`config.mk`:
```
export PLATFORM = sky130hd
export DESIGN_NAME = sorted_priority_queue_unit
export DESIGN_NICKNAME = d
export VERILOG_FILES = /design/src/rtl/core/spq_pkg.sv /design/src/rtl/core/sorted_priority_queue_unit.sv /design/src/rtl/core/spq_cell.sv
export SDC_FILE = /design/constraint.sdc
export NUM_CORES = 1
export LEC_CHECK = 0
export ABC_AREA = 1
export BUFFER_PORTS_ARGS = -buffer_cell sky130_fd_sc_hd__buf_2
export CORE_MARGIN = 4
export CORE_UTILIZATION = 35
export DETAILED_ROUTE_END_ITERATION = 6
export GPL_ROUTABILITY_DRIVEN = 0
export HOLD_SLACK_MARGIN = 0.02
export REMOVE_ABC_BUFFERS = 1
export SYNTH_ARGS = -nofsm -noshare
export SYNTH_HDL_FRONTEND = slang
export SYNTH_HIERARCHICAL = 1
export SYNTH_SLANG_ARGS = --single-unit
```
`constraint.sdc`:
```
create_clock -name i_clk -period 7.1 [get_ports i_clk]
set_clock_uncertainty 0.1 [all_clocks]
set_input_delay 0.355 -clock i_clk [delete_from_list [all_inputs] [get_ports i_clk]]
set_output_delay 0.355 -clock i_clk [all_outputs]
set_load 0.005 [all_outputs]
```
`src/rtl/core/spq_pkg.sv`:
```
`timescale 1ns / 1ps
`default_nettype none
// ----------------------------------------------------------------------------
// spq_pkg
// Shared types and codes for the sorted priority queue.
// ----------------------------------------------------------------------------
package spq_pkg;

    localparam int unsigned DATA_W   = 32;
    localparam int unsigned STATUS_W = 2;
    localparam int unsigned OCC_W    = 4;

    typedef enum logic [STATUS_W-1:0] {
        ST_OK    = 2'd0,
        ST_EMPTY = 2'd1,
        ST_FULL  = 2'd2
    } t_status;

    typedef logic signed [DATA_W-1:0] t_data;

    // operation broadcast to every cell of the chain
    typedef struct packed {
        logic  en;
        logic  deq;
        t_data val;
    } t_bcast;

endpackage
`default_nettype wire

```
`src/rtl/core/sorted_priority_queue_unit.sv`:
```
`timescale 1ns / 1ps
`default_nettype none
// ----------------------------------------------------------------------------
// sorted_priority_queue_unit
// Bounded priority queue kept sorted largest first in a chain of cells.
// ----------------------------------------------------------------------------
// Each beat is an enqueue or a dequeue and yields one result beat. Every cell
// compares its entry with the incoming value in parallel and updates from
// itself, the new value or a neighbor in the same cycle, so one beat is taken
// per cycle unless the output stalls; the result is registered on acceptance,
// and a new beat is taken while that result waits as long as it leaves in the
// same cycle. Equal values leave in arrival order. A dequeue on an empty queue
// reports status 1 and an enqueue into a full queue is dropped with status 2.
// Entries are not cleared by reset; only the count and output valid are.
module sorted_priority_queue_unit #(
    parameter int unsigned CAPACITY = 8
) (
    input  wire logic                    i_clk,
    input  wire logic                    i_rst_n,
    input  wire logic                    i_in_valid,
    output logic                         o_in_ready,
    input  wire logic                    i_operation,
    input  wire spq_pkg::t_data          i_value,
    output logic                         o_out_valid,
    input  wire logic                    i_out_ready,
    output spq_pkg::t_data               o_popped_value,
    output logic [spq_pkg::STATUS_W-1:0] o_status,
    output spq_pkg::t_data               o_head_value,
    output logic [spq_pkg::OCC_W-1:0]    o_occupancy,
    output logic                         o_is_full
);
    import spq_pkg::*;

    localparam int unsigned CW = $clog2(CAPACITY + 1);
    localparam logic [CW-1:0] CAP = CW'(CAPACITY);

    logic [CW-1:0] r_count;
    logic [CW-1:0] n_count;
    logic          w_accept;
    logic          w_full;
    logic          w_empty;
    t_status       w_status;
    t_bcast        w_bc;

    t_data w_val [CAPACITY];
    t_data w_nxt [CAPACITY];
    logic  w_ge  [CAPACITY];

    logic          r_out_valid;
    t_data         r_popped;
    t_status       r_status;
    t_data         r_head;
    logic [CW-1:0] r_occ;
    logic          r_full;

    assign o_in_ready = !r_out_valid || i_out_ready;
    assign w_accept   = i_in_valid && o_in_ready;
    assign w_full     = (r_count == CAP);
    assign w_empty    = (r_count == '0);

    always_comb begin
        w_bc.deq = i_operation;
        w_bc.val = i_value;
        w_bc.en  = 1'b0;
        n_count  = r_count;
        w_status = ST_OK;
        if (i_operation) begin
            if (w_empty) begin
                w_status = ST_EMPTY;
            end else begin
                w_bc.en = w_accept;
                n_count = r_count - CW'(1);
            end
        end else begin
            if (w_full) begin
                w_status = ST_FULL;
            end else begin
                w_bc.en = w_accept;
                n_count = r_count + CW'(1);
            end
        end
    end

    for (genvar g = 0; g < CAPACITY; g++) begin : g_cell
        spq_cell u_cell (
            .i_clk      (i_clk),
            .i_bc       (w_bc),
            .i_vld      (CW'(g) < r_count),
            .i_prev_ge  ((g == 0) ? 1'b1 : w_ge[(g == 0) ? 0 : g - 1]),
            .i_prev_val (w_val[(g == 0) ? 0 : g - 1]),
            .i_next_val (w_val[(g == CAPACITY - 1) ? g : g + 1]),
            .o_val      (w_val[g]),
            .o_nxt      (w_nxt[g]),
            .o_ge       (w_ge[g])
        );
    end

    always_ff @(posedge i_clk) begin
        if (!i_rst_n) begin
            r_count     <= '0;
            r_out_valid <= 1'b0;
        end else begin
            if (w_accept) begin
                r_count     <= n_count;
                r_out_valid <= 1'b1;
            end else if (i_out_ready) begin
                r_out_valid <= 1'b0;
            end
        end
    end

    always_ff @(posedge i_clk) begin
        if (w_accept) begin
            r_popped <= (i_operation && !w_empty) ? w_val[0] : '0;
            r_status <= w_status;
            r_head   <= (n_count == '0) ? '0 : (w_bc.en ? w_nxt[0] : w_val[0]);
            r_occ    <= n_count;
            r_full   <= (n_count == CAP);
        end
    end

    assign o_out_valid    = r_out_valid;
    assign o_popped_value = r_popped;
    assign o_status       = r_status;
    assign o_head_value   = r_head;
    assign o_occupancy    = OCC_W'(r_occ);
    assign o_is_full      = r_full;

    a_count_bound: assert property (@(posedge i_clk) disable iff (!i_rst_n)
        r_count <= CAP)
        else $error("count exceeds capacity");

    a_enq_grows: assert property (@(posedge i_clk) disable iff (!i_rst_n)
        (w_accept && !i_operation && !w_full) |=> (r_count == $past(r_count) + CW'(1)))
        else $error("enqueue did not grow count");

    a_deq_shrinks: assert property (@(posedge i_clk) disable iff (!i_rst_n)
        (w_accept && i_operation && !w_empty) |=> (r_count == $past(r_count) - CW'(1)))
        else $error("dequeue did not shrink count");

    a_empty_status: assert property (@(posedge i_clk) disable iff (!i_rst_n)
        (o_out_valid && (o_status == ST_EMPTY)) |-> (r_occ == '0 && r_popped == '0))
        else $error("empty status with stored entries");

    a_full_status: assert property (@(posedge i_clk) disable iff (!i_rst_n)
        (o_out_valid && (o_status == ST_FULL)) |-> r_full)
        else $error("full status without full flag");

endmodule
`default_nettype wire

```
`src/rtl/core/spq_cell.sv`:
```
`timescale 1ns / 1ps
`default_nettype none
// ----------------------------------------------------------------------------
// spq_cell
// One slot of the sorted chain: holds an entry, keeps it, takes the new
// value, or takes a neighbor's entry.
// ----------------------------------------------------------------------------
module spq_cell (
    input  wire logic          i_clk,
    input  wire spq_pkg::t_bcast i_bc,
    input  wire logic          i_vld,
    input  wire logic          i_prev_ge,
    input  wire spq_pkg::t_data i_prev_val,
    input  wire spq_pkg::t_data i_next_val,
    output spq_pkg::t_data     o_val,
    output spq_pkg::t_data     o_nxt,
    output logic               o_ge
);
    import spq_pkg::*;

    t_data r_val;
    t_data n_val;

    assign o_ge  = i_vld && (r_val >= i_bc.val);
    assign o_val = r_val;
    assign o_nxt = n_val;

    always_comb begin
        if (i_bc.deq) begin
            n_val = i_next_val;
        end else if (o_ge) begin
            n_val = r_val;
        end else if (i_prev_ge) begin
            n_val = i_bc.val;
        end else begin
            n_val = i_prev_val;
        end
    end

    always_ff @(posedge i_clk) begin
        if (i_bc.en) begin
            r_val <= n_val;
        end
    end

endmodule
`default_nettype wire

```
==> impl_metrics.json <==
{
  "grt-ovfl-total": 0,
  "num_vias": 24500,
  "slew_headroom": 0.301,
  "die_x_um": 303,
  "grtUsageTotal": 0.163,
  "fin_util": 0.376,
  "critPathKind": "reg2reg",
  "clock_path_buffers": 3,
  "core-area_um2": 86600,
  "io_buffer_count": 109,
  "worstReg2RegStart": "r_count[1]",
  "cp.required_ns": 7.20,
  "rsz0062_at_grt": "false",
  "endpoint_kind": "flip-flop",
  "syn_inst": 4038,
  "syn_to_final_growth_pct": 6.64,
  "antenna_found_initial": 7,
  "cp-start-kind": "flip-flop",
  "dieArea_um2": 92000,
  "cp.arrival_ns": 4.46,
  "yosys_warnings": 6,
  "crit_start": "r_count[1]",
  "grt_pass1_wl_mm": 124,
  "fillers": 8980,
  "fmax_mhz": 229,
  "fin_total_pwr_uw": 6990,
  "syn_avg_cell_area_um2": 7.56,
  "slew_viol_final": 0,
  "drt_first_pass_iters": 5,
  "numCtsBuffers": 41,
  "post_dp_cell_area_um2": 31200,
  "final_cell_mix": "1,169 x nand2_1, 634 x inv_1, 327 x edfxtp_1, 304 x nand3_1",
  "initial_utilization": 0.352,
  "worst_pin_slew_ns": 1.05,
  "dp.final_hpwl_mm": 56.8,
  "grt_pass1_vias": 23400,
  "status": "finished clean",
  "htreeDepth": 2,
  "finalSetupViolCount": 0,
  "post_cts_resized": 0,
  "min_period_ns": 4.36,
  "drive_gt1_frac": 0.189,
  "cts_setup_buffers": 0,
  "grt_max_degree": 185,
  "setup_tns_ns": 0,
  "viasPerCell": 4.72,
  "hold_start": "i_out_ready",
  "clkTransAtPathRegs_ns": 0.06,
  "ant_nets": 0,
  "cap_violations": 0,
  "clock-root-buffer": "clkbuf_16",
  "drt-initial-drc-count": 1664,
  "cts.sinks": 332,
  "ir_drop_mv": 0.139,
  "crit_path_max_fanout": 184,
  "final_common_cell": "nand2_1",
  "worstHoldPathType": "in2reg",
  "syn_area_um2": 30500,
  "routed_wl_mm": 76.2,
  "p_per_area_nw_per_um2": 215,
  "fp.dieH_um": 303,
  "cts_tree": "done",
  "power.leakage_uw": 0.0161,
  "drt_drc_violations_left": 0,
  "io_pins": 110,
  "timing.final.crit_share": 0.614,
  "fin_nets": 4307,
  "row_count": 108,
  "hold_viol_final": 0,
  "clock_latency_ns": 0.58,
  "wire_per_inst_um": 14.6,
  "design_area_um2": 32500,
  "postCtsHoldBufs": 3,
  "hold_slack_ns": 0.219
}
## routing by layer
layer,global-route usage,part of all wire,up-vias
met3,0.0141,0.037,72
met1,0.219,0.47,11100
met2,0.281,0.47,411
li1,-,-,12900
met4,0.0400,0.019,0
met5,0,0,-
## power by group
| part | switching (µW) | internal, µW |
|---|---|---|
| clock | 889 | 1140 |
| sequential | 205 | 2460 |
| combinational | 1530 | 768 |
| total | 2620 | 4370 |
## path summary, 6_finish.rpt
check	to	slack [ns]	cells after the start
setup / recovery	g_cell[3].u_cell/o_val[25]	2.74	8
hold / removal	o_status[0]	0.22	3
setup reg to reg	g_cell[3].u_cell/o_val[25]	2.74	8
hold reg to reg	g_cell[6].u_cell/o_val[0]	0.50	2
## sequential cells by signal (all words and copies together) (netlist names)
name / count
o_is_full: 1
o_status: 2
o_popped_value: 32
g_cell.u_cell/o_val: 256
o_head_value: 32
o_out_valid: 1
o_occupancy: 4
r_count: 4
## cell type report
| cell class | instances | area [µm²] | area share |
|---|---|---|---|
| clock inverter | 23 | 183 | 0.00561 |
| inverter | 667 | 2520 | 0.0773 |
| sequential | 332 | 9920 | 0.305 |
| clock buffer | 51 | 1060 | 0.0327 |
| tap | 1155 | 1450 | 0.0444 |
| antenna | 6 | 15.0 | 0.000461 |
| timing repair buffer | 134 | 762 | 0.0234 |
| multi-input combinational | 2835 | 16600 | 0.511 |
## metrics by stage
step | std cells | setup WS, ns
after global placement | 5120 | 2.75
after CTS | 5197 | 2.71
after detailed placement | 5120 | 2.74
final | 5203 | 2.74
after floorplan | 3834 | -0.374
after global routing | 5203 | 2.42
## critical path, stage by stage (launching register included)
cell and delay, ns:
dfxtp_1 0.35, inv_1 0.22, ha_1 0.40, nand2_4 0.33, nand2_4 0.50, nand2_2 0.14, nand2_4 0.37, clkinv_8 0.69
buf_12 0.53
No activity file was read; power rests on OpenSTA's default activity.
